$ cat src/rtl/spq_pkg.sv
// spq_pkg: shared constants, codes and types for the sorted priority queue.
// Used by spq_store, spq_ctrl and sorted_priority_queue; no dependencies.

package spq_pkg;

   // default geometry
   localparam int CAPACITY_DEF      = 16;
   localparam int PRIORITY_BITS_DEF = 4;

   // fixed field widths of the request and response beats
   localparam int VALUE_W  = 8;
   localparam int PRIO_W   = 4;
   localparam int REQ_W    = 2;
   localparam int STATUS_W = 2;
   localparam int OCC_W    = 5;

   // request codes
   localparam logic [REQ_W-1:0] REQ_INSERT = 2'd0;
   localparam logic [REQ_W-1:0] REQ_REMOVE = 2'd1;
   localparam logic [REQ_W-1:0] REQ_PEEK   = 2'd2;

   // response status codes
   localparam logic [STATUS_W-1:0] STATUS_OK    = 2'd0;
   localparam logic [STATUS_W-1:0] STATUS_FULL  = 2'd1;
   localparam logic [STATUS_W-1:0] STATUS_EMPTY = 2'd2;

   // sequencer states
   typedef enum logic [2:0] {
      ST_IDLE,
      ST_INS_RD,
      ST_INS_CMP,
      ST_FRONT,
      ST_REM_RD,
      ST_REM_WR,
      ST_DONE
   } state_type;

   // one finished response, handed from the sequencer to the output register
   typedef struct packed {
      logic [STATUS_W-1:0] status;
      logic [VALUE_W-1:0]  data;
      logic                data_valid;
      logic [OCC_W-1:0]    occupancy;
   } rsp_type;

endpackage

$ cat src/rtl/spq_store.sv
// spq_store: entry memory of the queue, one write and one registered read port.
// Depends on spq_pkg for default geometry and the value width.

module spq_store import spq_pkg::*; #(
   parameter int  CAPACITY      = CAPACITY_DEF,
   parameter int  PRIORITY_BITS = PRIORITY_BITS_DEF,
   localparam int IW            = $clog2(CAPACITY),
   localparam int EW            = PRIORITY_BITS + VALUE_W
) (
   input  logic          clock,
   input  logic          wr_en,
   input  logic [IW-1:0] wr_addr,
   input  logic [EW-1:0] wr_data,
   input  logic          rd_en,
   input  logic [IW-1:0] rd_addr,
   output logic [EW-1:0] rd_data
);

   logic [EW-1:0] mem [CAPACITY];
   logic [EW-1:0] rd_data_ff;

   // write port
   always_ff @(posedge clock) begin
      if (wr_en) begin
         mem[wr_addr] <= wr_data;
      end
   end

   // registered read port
   always_ff @(posedge clock) begin
      if (rd_en) begin
         rd_data_ff <= mem[rd_addr];
      end
   end

   assign rd_data = rd_data_ff;

endmodule

$ cat src/rtl/spq_ctrl.sv
// spq_ctrl: sequencer that walks the entry store one entry per step, using one
// priority comparator for insert and one move path for remove. Depends on spq_pkg.

module spq_ctrl import spq_pkg::*; #(
   parameter int  CAPACITY      = CAPACITY_DEF,
   parameter int  PRIORITY_BITS = PRIORITY_BITS_DEF,
   localparam int IW            = $clog2(CAPACITY),
   localparam int CW            = $clog2(CAPACITY + 1),
   localparam int EW            = PRIORITY_BITS + VALUE_W
) (
   input  logic               clock,
   input  logic               reset,
   // request side
   input  logic               req_valid,
   output logic               req_ready,
   input  logic [REQ_W-1:0]   req_type,
   input  logic [VALUE_W-1:0] req_value,
   input  logic [PRIO_W-1:0]  req_priority_req,
   // result side
   input  logic               rsp_free,
   output logic               done,
   output rsp_type            result,
   // entry store
   output logic               wr_en,
   output logic [IW-1:0]      wr_addr,
   output logic [EW-1:0]      wr_data,
   output logic               rd_en,
   output logic [IW-1:0]      rd_addr,
   input  logic [EW-1:0]      rd_data
);

   state_type                state_ff, state_in;
   logic [CW-1:0]            count_ff, count_in;
   logic [CW-1:0]            idx_ff, idx_in;
   logic [REQ_W-1:0]         op_ff, op_in;
   logic [VALUE_W-1:0]       val_ff, val_in;
   logic [PRIORITY_BITS-1:0] pri_ff, pri_in;
   logic [STATUS_W-1:0]      status_ff, status_in;
   logic [VALUE_W-1:0]       data_ff, data_in;
   logic                     dvalid_ff, dvalid_in;

   logic                     req_fire;
   logic                     is_front;
   logic                     full;
   logic                     empty;
   logic                     move_up;
   logic [PRIORITY_BITS-1:0] rd_pri;
   logic [EW-1:0]            new_entry;

   assign req_fire  = req_valid && req_ready;
   assign is_front  = (req_type == REQ_REMOVE) || (req_type == REQ_PEEK);
   assign full      = (count_ff >= CW'(CAPACITY));
   assign empty     = (count_ff == '0);
   assign rd_pri    = rd_data[EW-1:VALUE_W];
   assign new_entry = {pri_ff, val_ff};
   // shared comparator: stored entry goes behind the new one only if strictly later
   assign move_up   = (rd_pri > pri_ff);

   // control registers
   always_ff @(posedge clock) begin
      if (reset) begin
         state_ff <= ST_IDLE;
         count_ff <= '0;
      end else begin
         state_ff <= state_in;
         count_ff <= count_in;
      end
   end

   // working registers
   always_ff @(posedge clock) begin
      idx_ff    <= idx_in;
      op_ff     <= op_in;
      val_ff    <= val_in;
      pri_ff    <= pri_in;
      status_ff <= status_in;
      data_ff   <= data_in;
      dvalid_ff <= dvalid_in;
   end

   // next state
   always_comb begin
      state_in = state_ff;
      unique case (state_ff)
         ST_IDLE: begin
            if (req_fire) begin
               priority case (1'b1)
                  (req_type == REQ_INSERT) && !full: state_in = ST_INS_RD;
                  is_front && !empty:                 state_in = ST_FRONT;
                  default:                            state_in = ST_DONE;
               endcase
            end
         end
         ST_INS_RD: begin
            state_in = (idx_ff == '0) ? ST_DONE : ST_INS_CMP;
         end
         ST_INS_CMP: begin
            state_in = move_up ? ST_INS_RD : ST_DONE;
         end
         ST_FRONT: begin
            state_in = (op_ff == REQ_REMOVE) ? ST_REM_RD : ST_DONE;
         end
         ST_REM_RD: begin
            state_in = (idx_ff >= count_ff) ? ST_DONE : ST_REM_WR;
         end
         ST_REM_WR: begin
            state_in = ST_REM_RD;
         end
         ST_DONE: begin
            if (rsp_free) begin
               state_in = ST_IDLE;
            end
         end
         default: state_in = ST_IDLE;
      endcase
   end

   // working register updates
   always_comb begin
      count_in  = count_ff;
      idx_in    = idx_ff;
      op_in     = op_ff;
      val_in    = val_ff;
      pri_in    = pri_ff;
      status_in = status_ff;
      data_in   = data_ff;
      dvalid_in = dvalid_ff;
      unique case (state_ff)
         ST_IDLE: begin
            if (req_fire) begin
               op_in     = req_type;
               val_in    = req_value;
               pri_in    = PRIORITY_BITS'(req_priority_req);
               status_in = STATUS_OK;
               data_in   = '0;
               dvalid_in = 1'b0;
               idx_in    = count_ff;
               if ((req_type == REQ_INSERT) && full) begin
                  status_in = STATUS_FULL;
               end else if (is_front && empty) begin
                  status_in = STATUS_EMPTY;
               end
            end
         end
         ST_INS_RD: begin
            if (idx_ff == '0) begin
               count_in = count_ff + CW'(1);
            end
         end
         ST_INS_CMP: begin
            if (move_up) begin
               idx_in = idx_ff - CW'(1);
            end else begin
               count_in = count_ff + CW'(1);
            end
         end
         ST_FRONT: begin
            data_in   = rd_data[VALUE_W-1:0];
            dvalid_in = 1'b1;
            idx_in    = CW'(1);
         end
         ST_REM_RD: begin
            if (idx_ff >= count_ff) begin
               count_in = count_ff - CW'(1);
            end
         end
         ST_REM_WR: begin
            idx_in = idx_ff + CW'(1);
         end
         ST_DONE: begin
         end
         default: begin
         end
      endcase
   end

   // store access and handshake outputs
   always_comb begin
      wr_en     = 1'b0;
      wr_addr   = idx_ff[IW-1:0];
      wr_data   = new_entry;
      rd_en     = 1'b0;
      rd_addr   = '0;
      req_ready = 1'b0;
      done      = 1'b0;
      unique case (state_ff)
         ST_IDLE: begin
            req_ready = 1'b1;
            rd_en     = req_fire && is_front && !empty;
         end
         ST_INS_RD: begin
            if (idx_ff == '0) begin
               wr_en = 1'b1;
            end else begin
               rd_en   = 1'b1;
               rd_addr = IW'(idx_ff - CW'(1));
            end
         end
         ST_INS_CMP: begin
            // shift the later entry up one slot, or drop the new one in
            wr_en   = 1'b1;
            wr_data = move_up ? rd_data : new_entry;
         end
         ST_FRONT: begin
         end
         ST_REM_RD: begin
            rd_en   = (idx_ff < count_ff);
            rd_addr = idx_ff[IW-1:0];
         end
         ST_REM_WR: begin
            wr_en   = 1'b1;
            wr_addr = IW'(idx_ff - CW'(1));
            wr_data = rd_data;
         end
         ST_DONE: begin
            done = rsp_free;
         end
         default: begin
         end
      endcase
   end

   assign result.status     = status_ff;
   assign result.data       = data_ff;
   assign result.data_valid = dvalid_ff;
   assign result.occupancy  = OCC_W'(count_ff);

endmodule

$ cat src/rtl/sorted_priority_queue.sv
// sorted_priority_queue: top level, sequencer plus entry store plus response register.
// Depends on spq_pkg, spq_store and spq_ctrl.
//
//   channel | ports                                               | dir
//   --------+-----------------------------------------------------+-----
//   req     | req_valid/ready, req_type, req_value,               | in
//           | req_priority_req                                    |
//   rsp     | rsp_valid/ready, rsp_status, rsp_data,              | out
//           | rsp_data_valid, rsp_occupancy                       |
//
// One beat at a time; req_ready is low while a beat is being worked.
// Insert moves each stored entry of later priority up a slot, then writes the new one
// in (paced by the store's registered read port). Remove reads the front and moves
// the rest down; peek reads it. Full insert, empty remove/peek, unused code just finish.
// Finishing waits while the response register still holds an unread beat; a new beat
// is taken while the latest result waits. Reset empties the queue, not the store.

module sorted_priority_queue import spq_pkg::*; #(
   parameter int CAPACITY      = CAPACITY_DEF,
   parameter int PRIORITY_BITS = PRIORITY_BITS_DEF
) (
   input  logic                clock,
   input  logic                reset,
   input  logic                req_valid,
   output logic                req_ready,
   input  logic [REQ_W-1:0]    req_type,
   input  logic [VALUE_W-1:0]  req_value,
   input  logic [PRIO_W-1:0]   req_priority_req,
   output logic                rsp_valid,
   input  logic                rsp_ready,
   output logic [STATUS_W-1:0] rsp_status,
   output logic [VALUE_W-1:0]  rsp_data,
   output logic                rsp_data_valid,
   output logic [OCC_W-1:0]    rsp_occupancy
);

   localparam int IW = $clog2(CAPACITY);
   localparam int EW = PRIORITY_BITS + VALUE_W;

   logic          wr_en;
   logic [IW-1:0] wr_addr;
   logic [EW-1:0] wr_data;
   logic          rd_en;
   logic [IW-1:0] rd_addr;
   logic [EW-1:0] rd_data;
   logic          done;
   logic          rsp_free;
   rsp_type       result;
   logic          rsp_valid_ff, rsp_valid_in;
   rsp_type       rsp_ff, rsp_in;

   spq_store #(
      .CAPACITY      (CAPACITY),
      .PRIORITY_BITS (PRIORITY_BITS)
   ) u_store (
      .clock   (clock),
      .wr_en   (wr_en),
      .wr_addr (wr_addr),
      .wr_data (wr_data),
      .rd_en   (rd_en),
      .rd_addr (rd_addr),
      .rd_data (rd_data)
   );

   spq_ctrl #(
      .CAPACITY      (CAPACITY),
      .PRIORITY_BITS (PRIORITY_BITS)
   ) u_ctrl (
      .clock            (clock),
      .reset            (reset),
      .req_valid        (req_valid),
      .req_ready        (req_ready),
      .req_type         (req_type),
      .req_value        (req_value),
      .req_priority_req (req_priority_req),
      .rsp_free         (rsp_free),
      .done             (done),
      .result           (result),
      .wr_en            (wr_en),
      .wr_addr          (wr_addr),
      .wr_data          (wr_data),
      .rd_en            (rd_en),
      .rd_addr          (rd_addr),
      .rd_data          (rd_data)
   );

   // response register: free once empty or being taken this cycle
   assign rsp_free = !rsp_valid_ff || rsp_ready;

   always_comb begin
      rsp_valid_in = rsp_valid_ff;
      rsp_in       = rsp_ff;
      if (done) begin
         rsp_valid_in = 1'b1;
         rsp_in       = result;
      end else if (rsp_ready) begin
         rsp_valid_in = 1'b0;
      end
   end

   always_ff @(posedge clock) begin
      if (reset) begin
         rsp_valid_ff <= 1'b0;
      end else begin
         rsp_valid_ff <= rsp_valid_in;
      end
   end

   always_ff @(posedge clock) begin
      rsp_ff <= rsp_in;
   end

   assign rsp_valid      = rsp_valid_ff;
   assign rsp_status     = rsp_ff.status;
   assign rsp_data       = rsp_ff.data;
   assign rsp_data_valid = rsp_ff.data_valid;
   assign rsp_occupancy  = rsp_ff.occupancy;

`ifndef SYNTH
   // busy right after a request beat is taken
   a_busy_after_req: assert property (@(posedge clock) disable iff (reset)
      req_valid && req_ready |=> !req_ready)
      else $error("request taken while a beat was still in work");

   // a full answer reports a full queue
   a_full_occ: assert property (@(posedge clock) disable iff (reset)
      rsp_valid && (rsp_status == STATUS_FULL) |-> rsp_occupancy == OCC_W'(CAPACITY))
      else $error("full status with wrong occupancy");

   // an empty answer reports an empty queue
   a_empty_occ: assert property (@(posedge clock) disable iff (reset)
      rsp_valid && (rsp_status == STATUS_EMPTY) |-> rsp_occupancy == '0)
      else $error("empty status with nonzero occupancy");

   // front data only comes with an ok status
   a_data_ok: assert property (@(posedge clock) disable iff (reset)
      rsp_valid && rsp_data_valid |-> rsp_status == STATUS_OK)
      else $error("front data flagged on a failed request");
`endif

endmodule
$ cat config.mk
export PLATFORM = sky130hd
export DESIGN_NAME = sorted_priority_queue
export DESIGN_NICKNAME = d
export VERILOG_FILES = /design/src/rtl/spq_pkg.sv /design/src/rtl/spq_store.sv /design/src/rtl/spq_ctrl.sv /design/src/rtl/sorted_priority_queue.sv
export SDC_FILE = /design/constraint.sdc
export NUM_CORES = 1
export LEC_CHECK = 0
export BUFFER_PORTS_ARGS = -buffer_cell sky130_fd_sc_hd__buf_2
export CORE_AREA = 2 2 162 164
export CTS_CLUSTER_SIZE = 12
export DETAILED_ROUTE_END_ITERATION = 10
export DIE_AREA = 0 0 164 166
export PLACE_DENSITY = 0.62
export SLEW_MARGIN = 25
export SYNTH_ARGS = -nofsm -noshare
export SYNTH_HDL_FRONTEND = slang
export SYNTH_SLANG_ARGS = --single-unit
$ cat constraint.sdc
create_clock -name clock -period 3.45 [get_ports clock]
set_input_delay 0.345 -clock clock [delete_from_list [all_inputs] [get_ports clock]]
set_output_delay 0.345 -clock clock [all_outputs]
set_load 0.02 [all_outputs]
Word level (Yosys, flattened, before mapping)
Memory sizes are Yosys's and may differ from the RTL's. A register that Yosys moved wholly into a read port is not among the register bits. Cells that the tools add are included.

Bits in writable memories: 192. Logic and storage cells: 100. Output and inout bits: 18. Bits of input ports: 18. Bits in registers: 55. Memories: 1.

Muxes and demuxes: 36. Add/sub/neg operators: 4. Order comparisons: 4. Equality and inequality tests: 15. Reduce and logical (&&, ||, !) cells: 26.

Memory list: u_store.mem (words 16, bits a word 12, read ports 1, clocked after Yosys merged registers in 1, write ports 1, RTL line spq_store.sv:19) `logic [EW-1:0] mem [CAPACITY];`.

Operators with widths (number): $mux 5 (5); $pmux 12 s2 (1); $pmux 3 s7 (1); $pmux 5 s4 (1); $mux 3 (6); $pmux 8 s2 (1); $pmux 5 s3 (1); $mux 12 (1); $add 5x1->5 const B (2); $logic_not 5->1 (2); $ne 2x1->1 const B (5); $sub 5x1->5 const B (2); $eq 3x3->1 const B (3); $mux 1 (9); $mux 4 (2); $mux 8 (1); $pmux 4 s2 (1); $logic_and 1x1->1 (7); $eq 3x2->1 const B (2); $mux 2 (3); $reduce_and 2->1 (3); $ge 5x5->1 (1); $ge 5x5->1 const B (1); $lt 5x5->1 (1); 17 further kinds (23).

Longest topological paths before layout
Gate-level depths: netlist of run 1.

Depth after elaboration: 7. Mapped depth: 11. Depth with buffers taken out: 8.

Hierarchy
Synthesis of run 1 repeated with hierarchy kept, for this count alone.

Cells, all modules: 604. Area, all modules: 10830.4 um^2.

Modules (own cells, without submodules): spq_store (cells an instance 329, area an instance 7719.9 um^2, times used 1, sequential area each 6125.9 um^2); spq_ctrl (cells an instance 255, area an instance 2583.7 um^2, times used 1, sequential area each 1061.0 um^2); sorted_priority_queue (cells an instance 20, area an instance 526.8 um^2, times used 1, sequential area each 500.5 um^2).

Worst setup path after synthesis of run 1
No wires, ideal clock.

Kind: register to register. Start point: register u_ctrl.idx_ff[0]. End point: memory u_store.mem[13][0] in the netlist's numbering, enable pin. Path slack: 546 ps. Stages on the path, launching flop included: 10. Library setup time: 380 ps. Buffers on the path: 2. Clock period less this slack: 2904 ps. Data arrival time: 2524 ps. Required time: 3070 ps. Cells stage by stage: edfxtp_1 > buf_6 > inv_1 > ha_1 > nor4b_4 > buf_2 > a21oi_1 > o32ai_1 > nand2b_1 > nor2_1.

Longest elaborated chain between the ends: 5. Elaborated cells on any way between the ends: 7. Classes of those cells: 1 x add/sub; 5 x mux; 1 x reduce/logical.

RTL lines: from (decl) (RTL line spq_ctrl.sv:34) `logic [CW-1:0] idx_ff, idx_in;`; from (signal assigned) (RTL line spq_ctrl.sv:72) `idx_ff <= idx_in;`; $logic_not 5->1 (RTL line spq_ctrl.sv:192) `if (idx_ff == '0) begin`; $mux 1 (RTL line spq_ctrl.sv:192); $pmux 1 s2 (RTL line spq_ctrl.sv:186) `unique case (state_ff)`; $mux 1 (RTL line spq_store.sv:24) `if (wr_en) begin`; $mux 1 (not written as such) (RTL line spq_store.sv:25) `mem[wr_addr] <= wr_data;`; to (decl) (RTL line spq_store.sv:19).

Parallel ways exist; a longest one is shown, timed or not.

Worst setup path in the final report of run 1
Start point: register u_ctrl.state_ff[0]. End point: register u_ctrl.count_ff[4].

Longest elaborated chain between the ends: 3. Elaborated cells on any way between the ends: 9. Classes of those cells: 6 x eq/ne; 1 x mux; 2 x reduce/logical.

RTL lines: from (decl) (RTL line spq_ctrl.sv:32) `state_type state_ff, state_in;`; from (signal assigned) (RTL line spq_ctrl.sv:65) `state_ff <= state_in;`; $eq 3x3->1 (tied with other cells) (RTL line spq_ctrl.sv:128) `unique case (state_ff)`; $ne 2x1->1 (no source line) (tied with other cells); $reduce_and 4->1 (no source line); to (signal assigned) (RTL line spq_ctrl.sv:66) `count_ff <= count_in;`; to (decl) (RTL line spq_ctrl.sv:33) `logic [CW-1:0] count_ff, count_in;`.

Parallel ways exist; a longest one is shown, timed or not. A chain may end at the register's enable or synchronous reset.

==> results of run 1 <==
power by group through the flow:
stage / clock (W) / sequential [W] / combinational [W]
finish: 0.00251 / 0.00467 / 0.00416
global route: 0.00266 / 0.00471 / 0.00454
CTS: 0.00257 / 0.00467 / 0.00415
detailed placement: 0 / 0.00473 / 0.00413
global placement: 0 / 0.00472 / 0.00407
floorplan: 0 / 0.00463 / 0.00276
kinds of logic (layout without fill, tap and decap cells):
family | count (synthesis) | in the layout
simple gates | 160 | 160
mux | 63 | 63
flops | 259 | 259
compound gates | 181 | 181
xor+xnor | 9 | 9
buf+inv | 96 | 180
fa+ha+maj | 18 | 18
layout by cell type, fill, tap and decap left out, drive strengths merged, types with 3 or more instances in the layout:
| cell | synthesis | routed |
|---|---|---|
| a211oi | 8 | 8 |
| a21oi | 45 | 45 |
| a221o | 23 | 23 |
| a221oi | 5 | 5 |
| a22oi | 13 | 13 |
| and2 | 12 | 12 |
| and3 | 3 | 3 |
| buf | 26 | 84 |
| clkbuf | 26 | 31 |
| clkinv | 1 | 11 |
| dfxtp | 9 | 9 |
| dlygate4sd3 | 0 | 10 |
| edfxtp | 250 | 250 |
| ha | 17 | 17 |
| inv | 43 | 44 |
| mux2 | 37 | 37 |
| mux2i | 26 | 26 |
| nand2 | 39 | 39 |
| nand2b | 5 | 5 |
| nand3 | 8 | 8 |
| nand4 | 26 | 26 |
| nand4b | 3 | 3 |
| nor2 | 26 | 26 |
| nor2b | 6 | 6 |
| nor3 | 6 | 6 |
| nor3b | 5 | 5 |
| nor4 | 3 | 3 |
| o211ai | 52 | 52 |
| o21a | 6 | 6 |
| o21ai | 15 | 15 |
| o221ai | 3 | 3 |
| or3 | 3 | 3 |
| or3b | 3 | 3 |
| or4b | 3 | 3 |
| xnor2 | 7 | 7 |
sequential cells by signal, indices dropped and copies added (netlist names):
register / flops
rsp_occupancy: 5
u_store.rd_data: 12
u_ctrl.count_ff: 5
u_ctrl.pri_ff: 4
u_ctrl.val_ff: 8
rsp_status: 2
u_store.mem: 192
rsp_data: 8
rsp_data_valid: 1
u_ctrl.idx_ff: 5
u_ctrl.dvalid_ff: 1
u_ctrl.data_ff: 8
u_ctrl.state_ff: 3
rsp_valid: 1
u_ctrl.status_ff: 2
u_ctrl.op_ff: 2
path summary, 6_finish.rpt:
path,to,cells past startpoint
setup / recovery,u_ctrl.count_ff[4],9
hold / removal,u_ctrl.val_ff[0],1
setup reg to reg,u_ctrl.count_ff[4],9
hold reg to reg,rsp_data[1],0
worst register-to-register path, cell delays in order, from the launching register on:
cell      delay (ns)
dfxtp_1         0.42
buf_4           0.24
or3b_1          0.53
inv_1           0.26
ha_1            0.31
nor2b_1         0.14
o21ai_0         0.19
a21oi_1         0.09
a211oi_1        0.26
mux2_2          0.36
layer usage:
| metal | up-vias | global-route usage [%] | part of all wire, % |
|---|---|---|---|
| met1 | 3460 | 27.14 | 43 |
| met3 | 47 | 2.747 | 5.1 |
| met2 | 227 | 33.47 | 49 |
| met5 | - | 0 | 0 |
| li1 | 3200 | - | - |
| met4 | 0 | 6.484 | 3.2 |
layout make-up:
cell class	instances	area share, %
Clock inverter	11	0.4070
Inverter	44	1.279
Multi-Input combinational cell	431	25.01
Clock buffer	31	5.349
Tap cell	335	3.246
Sequential cell	259	59.53
Timing Repair Buffer	94	5.174
per-stage QoR:
step	hold slack [ns]	area, um2
floorplan	0.4003	11320
global placement	0.4011	12050
detailed placement	0.4045	12060
CTS	0.006357	12900
global route	0.008442	12910
finish	0.01857	12910
repair_timing:
action / 4_1_cts / 5_1_grt
hold buffers: 10 / 0
setup buffers: 0 / 0
gates resized for setup: 0 / 0
endpoints found under the hold margin: 10 / 0
setup endpoints to repair: 0 / 0
==> results.sh, run 1 <==
export IMPL_nets=893
export IMPL_crit_arrival_ns=3.33
export IMPL_power_share_clock_pct=22.2
export IMPL_grt_max_degree=62
export IMPL_hold_class="in2reg"
export IMPL_crit_path_start_kind="register"
export IMPL_fmax_mhz=343.5
export IMPL_reg2reg_from="u_ctrl.state_ff[0]"
export IMPL_antenna_found_initial=0
export IMPL_final_util_pct=50.41
export IMPL_synth_top_family_by_area="compound AO/OA/AOI/OAI gates"
export IMPL_synth_avg_cell_area_um2=14.40
export IMPL_syn_num_nets=822
export IMPL_synthXorXnorAreaFrac_pct=0.6962
export IMPL_async_reset_ff_share_pct=0
export IMPL_worst_path_largest_cell_delay_ns=0.53
export IMPL_cp_startpoint="u_ctrl.state_ff[0]"
export IMPL_tightest_slew_ns=0.8042
export IMPL_multiInputGateArea_um2=3229
export IMPL_finalSetupViolCount=0
export IMPL_yosys_area_top_type="edfxtp_1"
export IMPL_synth_commonest_cells="250 x edfxtp_1, 52 x o211ai_1, 45 x a21oi_1"
export IMPL_rows=59
export IMPL_setup_tns_final_ns=0
export IMPL_vias=6934
export IMPL_fin_crit_ns=2.911
export IMPL_port_buffers=35
export IMPL_drc=0
export IMPL_yosysWarnings=0
export IMPL_synth_seq_cells=259
export IMPL_synth_simple_gate_area_share_pct=7.946
export IMPL_power_density_nw_per_um2=879.0
export IMPL_synth_area_leaders="edfxtp_1 66%, o211ai_1 3.4%, mux2_2 2.6%, mux2i_1 2.3%, a221o_1 2.0%"
export IMPL_wirelength_mm=27.21
export IMPL_diodes=0
export IMPL_syn2layout_area_growth_pct=14.05
export IMPL_critPathBufInv=2
export IMPL_htree_levels=1
export IMPL_post_route_period_util_pct=84.37
export IMPL_via_per_inst=5.754
export IMPL_cp_top_family="simple AND/OR/NAND/NOR gates"
export IMPL_power_frac_comb_pct=36.7
export IMPL_grtUsageTotal_pct=20.05
export IMPL_drive_gt1_share_pct=18.74
export IMPL_finClkSkew_ns=0.02137
export IMPL_cp_slowest_cell="or3b_1"
export IMPL_antenna_left=0
export IMPL_netlist_area_um2=11320
export IMPL_setup_ws_ns=0.5392
export IMPL_path_cells="buf_4 > or3b_1 > inv_1 > ha_1 > nor2b_1 > o21ai_0 > a21oi_1 > a211oi_1 > mux2_2"
export IMPL_yosys_cell_count_top_type="edfxtp_1"
export IMPL_power_leakage_nw=4.441
export IMPL_drt_iter0_markers=779
export IMPL_muxShareOfSynthArea_pct=6.111
export IMPL_cap_violations=0
export IMPL_clock_latency_ns=0.54
export IMPL_swShare_pct=36.22
export IMPL_cp_max_fo=12
export IMPL_slew_viol_final=0
export IMPL_fin_cells=1205
export IMPL_end_kind="register"
export IMPL_post_drt_wl_per_cell_um=22.58
export IMPL_yosys_most_used_dff="edfxtp_1"
export IMPL_synthAdderAreaFrac_pct=2.055
export IMPL_slew_headroom_pct=46.21
export IMPL_clock_path_buffers=3
export IMPL_hold_violations=0
export IMPL_synth_top_area_share_pct=66.31
export IMPL_min_from="req_value[0]"
export IMPL_ys_seq_area_share_pct=67.90
export IMPL_power_frac_seq_pct=41.2
export IMPL_worstPathRequired_ns=3.87
export IMPL_dp_hpwl_mm=16.95
export IMPL_synth_compound_area_share_pct=11.56
export IMPL_drtPass1Iterations=5
export IMPL_netlist_instances=786
export IMPL_ys_types=59
export IMPL_dp_slack_ns=0.4344
export IMPL_status="complete, no violations"
export IMPL_fp_coreArea_um2=25620
export IMPL_die_w_um=164
export IMPL_die_h_um=166
export IMPL_crit_type="reg2reg"
export IMPL_start_util_pct=44.20
export IMPL_r2r_slack_ns=0.54
export IMPL_dieArea_um2=27220
export IMPL_numClockSinks=259
export IMPL_cts_buffers=27
export IMPL_dpl_cell_count=1153
export IMPL_grt_pass1_vias=6720
export IMPL_p_sw_w=0.004111
export IMPL_rsz0062_at_grt="false"
export IMPL_synth_edf_count=250
export IMPL_grt_ovfl_total=0
export IMPL_peakVddDrop_uv=516.9
export IMPL_intPower_w=0.007239
export IMPL_grt_pass1_wl_mm=41.10
export IMPL_nFillCells=2171
export IMPL_clk_transition_reported_paths_ns=0.06
export IMPL_gp_congestion=0.8405
export IMPL_cts_tree="done"
export IMPL_power_w=0.01135
export IMPL_regArea_um2=7687
export IMPL_pin_count=36
export IMPL_root_buffer="clkbuf_16"
No activity file was read; power rests on OpenSTA's default activity.
==> run 2, diff against run 1 <==
--- a/config.mk
+++ b/config.mk
@@ -5,12 +5,13 @@
 export SDC_FILE = /design/constraint.sdc
 export NUM_CORES = 1
 export LEC_CHECK = 0
+export ABC_AREA = 1
 export BUFFER_PORTS_ARGS = -buffer_cell sky130_fd_sc_hd__buf_2
-export CORE_AREA = 2 2 162 164
+export CORE_AREA = 2 2 165 167
 export CTS_CLUSTER_SIZE = 12
 export DETAILED_ROUTE_END_ITERATION = 10
-export DIE_AREA = 0 0 164 166
-export PLACE_DENSITY = 0.62
+export DIE_AREA = 0 0 167 169
+export PLACE_DENSITY = 0.65
 export SLEW_MARGIN = 25
 export SYNTH_ARGS = -nofsm -noshare
 export SYNTH_HDL_FRONTEND = slang
==> constraint.sdc (replaced) <==
create_clock -name clock -period 2.4 [get_ports clock]
set_input_delay 0.24 -clock clock [delete_from_list [all_inputs] [get_ports clock]]
set_output_delay 0.24 -clock clock [all_outputs]
set_load 0.02 [all_outputs]
==> results.sh, run 2 <==
export IMPL_synth_area_leaders="edfxtp_1 64%, nand3_1 10%, inv_1 6.7%, nand2_1 5.3%, nand3b_1 2.4%"
export IMPL_drt_iter0_markers=1028
export IMPL_regArea_um2=7687
export IMPL_finalSetupViolCount=0
export IMPL_die_h_um=169
export IMPL_post_drt_wl_per_cell_um=18.42
export IMPL_top_register="u_store.mem"
export IMPL_synth_edf_count=250
export IMPL_tightest_slew_ns=0.4322
export IMPL_slew_headroom_pct=70.88
export IMPL_most_common_layout_cells="250 x edfxtp_1, 244 x nand3_1, 210 x inv_1"
export IMPL_fp_coreArea_um2=26500
export IMPL_finClkSkew_ns=0.02091
export IMPL_slew_viol_final=0
export IMPL_grt_max_degree=58
export IMPL_synth_commonest_cells="250 x edfxtp_1, 245 x nand3_1, 210 x inv_1"
export IMPL_fmax_mhz=428.1
export IMPL_holdPathStages=4
export IMPL_clock_path_buffers=3
export IMPL_synth_seq_cells=259
export IMPL_status="complete, no violations"
export IMPL_synth_avg_cell_area_um2=10.57
export IMPL_grt_pass1_wl_mm=44.88
export IMPL_syn_num_nets=1151
export IMPL_final_util_pct=52.82
export IMPL_drc=0
export IMPL_via_per_inst=5.245
export IMPL_clk_transition_reported_paths_ns=0.06
export IMPL_hold_violations=0
export IMPL_netlist_instances=1115
export IMPL_peakVddDrop_uv=803.4
export IMPL_yosys_area_top_type="edfxtp_1"
export IMPL_timing_hold_ws_ns=0.06601
export IMPL_cap_violations=0
export IMPL_antenna_found_initial=0
export IMPL_ys_types=38
export IMPL_power_leakage_nw=5.776
export IMPL_multiInputGateArea_um2=3084
export IMPL_fin_cells=1573
export IMPL_die_w_um=167
export IMPL_start_util_pct=44.47
export IMPL_cts_buffers=27
export IMPL_grt_ovfl_total=0
export IMPL_drive_gt1_share_pct=13.31
export IMPL_yosysWarnings=0
export IMPL_wirelength_mm=28.98
export IMPL_hold_class="in2reg"
export IMPL_largest_reg_flops=192
export IMPL_pin_count=36
export IMPL_cts_tree="done"
export IMPL_power_density_nw_per_um2=1267
export IMPL_root_buffer="clkbuf_16"
export IMPL_dieArea_um2=28220
export IMPL_numClockSinks=259
export IMPL_grt_pass1_vias=7934
export IMPL_yosys_most_used_dff="edfxtp_1"
export IMPL_crit_type="reg2reg"
export IMPL_nFillCells=2273
export IMPL_nets=1251
export IMPL_layout_commonest_cell="edfxtp_1"
export IMPL_port_buffers=35
export IMPL_cp_max_fo=12
export IMPL_netlist_area_um2=11790
export IMPL_end_kind="register"
export IMPL_syn2layout_area_growth_pct=18.77
export IMPL_setup_tns_final_ns=0
export IMPL_power_w=0.01774
export IMPL_ys_seq_area_share_pct=65.23
export IMPL_diodes=0
export IMPL_fin_crit_ns=2.336
export IMPL_crit_arrival_ns=2.56
export IMPL_clock_latency_ns=0.54
export IMPL_post_route_period_util_pct=97.33
export IMPL_gp_congestion=0.9253
export IMPL_worstPathRequired_ns=2.62
export IMPL_dp_hpwl_mm=18.38
export IMPL_rows=60
export IMPL_htree_levels=1
export IMPL_vias=8251
export IMPL_r2r_worst_path_cells=9
export IMPL_antenna_left=0
export IMPL_drtPass1Iterations=6
export IMPL_dpl_cell_count=1509
export IMPL_synth_top_area_share_pct=63.70
export IMPL_async_reset_ff_share_pct=0
export IMPL_grtUsageTotal_pct=20.33
export IMPL_yosys_cell_count_top_type="edfxtp_1"
export IMPL_crit_path_start_kind="register"
==> run 2: changes by cell type in the layout (fill, tap and decap cells not counted), moves of 35 or more <==
cell / delta
nand3_1: +236
inv_1: +167
nand2_1: +125
o211ai_1: -49
nand3b_1: +35
==> run 2: final timing paths <==
check,slack [ns],end,start
worst min register to register,0.42,rsp_status[1],u_ctrl.status_ff[1]
worst min-delay path,0.07,rsp_valid,rsp_ready
worst max-delay path,0.06,u_store.mem[11][11],u_ctrl.idx_ff[0]
worst max register to register,0.06,u_store.mem[11][11],u_ctrl.idx_ff[0]
==> run 2: logic make-up (layout without fill, tap and decap cells) <==
family	count (synthesis)	in the layout	share of synthesized area, %
and+or+nand+nor	515	515	20.65
xor gates and xnor gates	5	5	0.3717
AOI/OAI and AO/OA	51	51	2.622
buffers and inverters	267	384	9.152
DFF	259	259	65.23
adders and majority gates	18	18	1.975
==> run 2: report_power, final <==
group | switching, W | internal, W | leakage (nW)
Sequential | 0.000243 | 0.00638 | 2.35
Clock | 0.00165 | 0.00233 | 0.400
Combinational | 0.00472 | 0.00241 | 3.03
==> run 2: final cells by class <==
cell class	instances	area share (%)
Sequential cell	259	54.92
Clock inverter	7	0.6078
Timing Repair Buffer	122	8.304
Inverter	216	5.792
Multi-Input combinational cell	589	22.03
Tap cell	341	3.048
Clock buffer	39	5.292
==> run 2: worst max-delay path, cell delays in order (launching register included) <==
cell and delay [ns]:
edfxtp_1 0.38, inv_1 0.14, buf_4 0.18, nand3_1 0.12
xor2_2 0.23, or2_0 0.21, o21ai_1 0.21, nand2_1 0.19
nor2_1 0.15, buf_4 0.23
==> run 2: layer usage <==
metal  vias to the layer above  track usage (%)  wire [um]
li1                       3942                -          -
met1                      3927            28.57      12780
met2                       315            32.42      13310
met3                        67            3.110       1905
met4                         0            7.084        990
met5                         -                0          0
==> run 2: per-stage QoR <==
stage	instance area (um2)	worst slack, ns
6_report	14000	0.06419
3_3_place_gp	12880	0.1246
3_5_place_dp	12880	0.1203
5_1_grt	14000	-0.001409
2_1_floorplan	11790	-0.01847
4_1_cts	13860	0.08739
==> run 2: what timing repair did <==
item                                    in CTS  in global routing
buffers inserted                             0                  1
hold buffers                                15                  0
endpoints found under the hold margin       20                  0
gates resized for setup                      0                 17
endpoints found under the setup margin       0                154
==> run 3, diff against run 2 <==
--- a/config.mk
+++ b/config.mk
@@ -7,11 +7,14 @@
 export LEC_CHECK = 0
 export ABC_AREA = 1
 export BUFFER_PORTS_ARGS = -buffer_cell sky130_fd_sc_hd__buf_2
-export CORE_AREA = 2 2 165 167
+export CELL_PAD_IN_SITES_DETAIL_PLACEMENT = 1
+export CELL_PAD_IN_SITES_GLOBAL_PLACEMENT = 2
+export CORE_AREA = 2 2 180 182
 export CTS_CLUSTER_SIZE = 12
 export DETAILED_ROUTE_END_ITERATION = 10
-export DIE_AREA = 0 0 167 169
-export PLACE_DENSITY = 0.65
+export DIE_AREA = 0 0 182 184
+export GPL_TIMING_DRIVEN = 0
+export PLACE_DENSITY = 0.77
 export SLEW_MARGIN = 25
 export SYNTH_ARGS = -nofsm -noshare
 export SYNTH_HDL_FRONTEND = slang
==> results.sh, run 3 (synthesis results as in run 2) <==
export IMPL_hold_class="in2reg"
export IMPL_slew_viol_final=0
export IMPL_worstSetupPathDepth=10
export IMPL_hold_violations=0
export IMPL_port_buffers=34
export IMPL_cts_tree="done"
export IMPL_end_kind="register"
export IMPL_critPathBufInv=4
export IMPL_intPower_w=0.01163
export IMPL_antenna_left=0
export IMPL_rows=65
export IMPL_grt_pass1_wl_mm=52.72
export IMPL_layout_commonest_cell="edfxtp_1"
export IMPL_fmax_mhz=430.7
export IMPL_wirelength_mm=35.02
export IMPL_htree_levels=1
export IMPL_dp_hpwl_mm=23.88
export IMPL_dp_slack_ns=-0.8076
export IMPL_power_share_clock_pct=22.5
export IMPL_cp_top_family="buffers and inverters"
export IMPL_swShare_pct=39.12
export IMPL_drtPass1Iterations=5
export IMPL_fp_coreArea_um2=31390
export IMPL_crit_path_start_kind="register"
export IMPL_nets=1280
export IMPL_power_frac_comb_pct=42.5
export IMPL_status="complete, no violations"
export IMPL_most_common_layout_cells="250 x edfxtp_1, 232 x nand3_1, 204 x inv_1"
export IMPL_pin_count=36
export IMPL_cap_violations=0
export IMPL_peakVddDrop_uv=598.9
export IMPL_cp_slowest_cell="edfxtp_1"
export IMPL_finalSetupViolCount=0
export IMPL_r2r_worst_path_cells=10
export IMPL_post_route_period_util_pct=96.73
export IMPL_setup_ws_ns=0.07840
export IMPL_antenna_found_initial=1
export IMPL_path_cells="clkbuf_2 > inv_2 > nand3_1 > xor2_2 > or2_0 > o21ai_2 > nand2_2 > buf_4 > nor2_4 > buf_12"
export IMPL_worstPathRequired_ns=2.65
export IMPL_p_sw_w=0.007475
export IMPL_syn2layout_area_growth_pct=25.70
export IMPL_largest_reg_flops=192
export IMPL_crit_arrival_ns=2.57
export IMPL_top_register="u_store.mem"
export IMPL_dpl_cell_count=1559
export IMPL_crit_type="reg2reg"
export IMPL_vias=8554
export IMPL_worst_path_largest_cell_delay_ns=0.40
export IMPL_die_h_um=184
export IMPL_cp_max_fo=12
export IMPL_power_density_nw_per_um2=1290
export IMPL_crit_end="u_store.mem[15][3]"
export IMPL_dieArea_um2=33490
export IMPL_reg2reg_from="u_ctrl.idx_ff[2]"
export IMPL_clk_transition_reported_paths_ns=0.06
export IMPL_power_frac_seq_pct=35.0
export IMPL_cts_buffers=29
export IMPL_clock_path_buffers=3
export IMPL_start_util_pct=37.54
export IMPL_r2r_slack_ns=0.08
export IMPL_drive_gt1_share_pct=20.38
export IMPL_numClockSinks=259
export IMPL_grt_max_degree=17
export IMPL_die_w_um=182
export IMPL_via_per_inst=5.125
export IMPL_post_drt_wl_per_cell_um=20.98
export IMPL_power_leakage_nw=5.968
export IMPL_root_buffer="clkbuf_16"
export IMPL_finClkSkew_ns=0.02061
export IMPL_drc=0
export IMPL_slew_headroom_pct=53.02
export IMPL_gp_congestion=0.8056
export IMPL_grt_ovfl_total=0
export IMPL_clock_latency_ns=0.56
export IMPL_grtUsageTotal_pct=21.08
export IMPL_reg2reg_to="u_store.mem[15][3]"
export IMPL_grt_pass1_vias=8802
export IMPL_fin_cells=1669
export IMPL_timing_hold_ws_ns=0.03846
export IMPL_drt_iter0_markers=536
export IMPL_tightest_slew_ns=0.7047
export IMPL_fin_crit_ns=2.322
export IMPL_min_from="rsp_ready"
export IMPL_cp_startpoint="u_ctrl.idx_ff[2]"
[run 3: changes by cell type in the layout (fill, tap and decap cells not counted), sizes merged]
| cell | previous run | this run |
|---|---|---|
| buf | 105 | 119 |
| bufinv | 2 | 3 |
| diode | 0 | 1 |
| dlygate4sd3 | 15 | 14 |
| clkbuf | 41 | 52 |
| clkinv | 4 | 12 |
| clkinvlp | 0 | 1 |
[run 3: stage by stage]
step           cell area [um2]  util (%)  total power, W  TNS [ns]
2_1_floorplan            11790         -         0.01065    -1.121
3_3_place_gp             12470     39.71         0.01299   -382.80
3_5_place_dp             12720     40.51         0.01359   -187.28
4_1_cts                  14620     46.58         0.01887         0
5_1_grt                  14810     47.18         0.02013    -1.075
6_report                 14810     47.19         0.01911         0
[run 3: how the worst min path moves through the flow]
stage                     cells after the start              end  slack, ns
after floorplan                               0  u_ctrl.op_ff[0]       0.34
after global placement                        0      rsp_data[7]       0.40
after detailed placement                      0      rsp_data[5]       0.41
after CTS                                     4        rsp_valid       0.02
after global routing                          4        rsp_valid       0.07
final                                         4        rsp_valid       0.04
[run 3: area by class of cell]
class | instances | area (um2)
buffer | 51 | 400.4
clock buffer | 36 | 752.0
multi-input combinational | 589 | 3473
timing repair buffer | 98 | 1023
clock inverter | 17 | 157.7
sequential | 259 | 7689
inverter | 216 | 813.3
antenna | 1 | 2.502
fill | 3386 | 16580
tap | 402 | 503.0
[run 3: worst register-to-register path: stages (launching register included)]
cell and delay (ns):
edfxtp_1 0.40, clkbuf_2 0.22, inv_2 0.14, nand3_1 0.12, xor2_2 0.18, or2_0 0.25
o21ai_2 0.13, nand2_2 0.08, buf_4 0.20, nor2_4 0.14, buf_12 0.16
[run 3: metal layers]
layer | global-route usage (%) | vias up | wire [um]
met4 | 5.968 | 0 | 955
met2 | 37.36 | 213 | 17500
met1 | 27.40 | 4276 | 14920
met3 | 2.357 | 49 | 1645
li1 | - | 4016 | -
met5 | 0 | - | 0
[run 3: repair_timing]
action / CTS / global route
setup endpoints to repair: 389 / 373
gates resized for setup: 84 / 53
hold buffers: 14 / 0
pin swaps: 23 / 3
setup buffers: 38 / 4
hold endpoints to repair: 14 / 0
[run 3: power by group through the flow]
| stage | logic, W | clock network [W] | registers [W] |
|---|---|---|---|
| 2_1_floorplan | 0.00393 | 0 | 0.00672 |
| 5_1_grt | 0.00885 | 0.00453 | 0.00674 |
| 3_3_place_gp | 0.00617 | 0 | 0.00681 |
| 4_1_cts | 0.00782 | 0.00437 | 0.00668 |
| 6_report | 0.00813 | 0.00430 | 0.00668 |
| 3_5_place_dp | 0.00680 | 0 | 0.00679 |
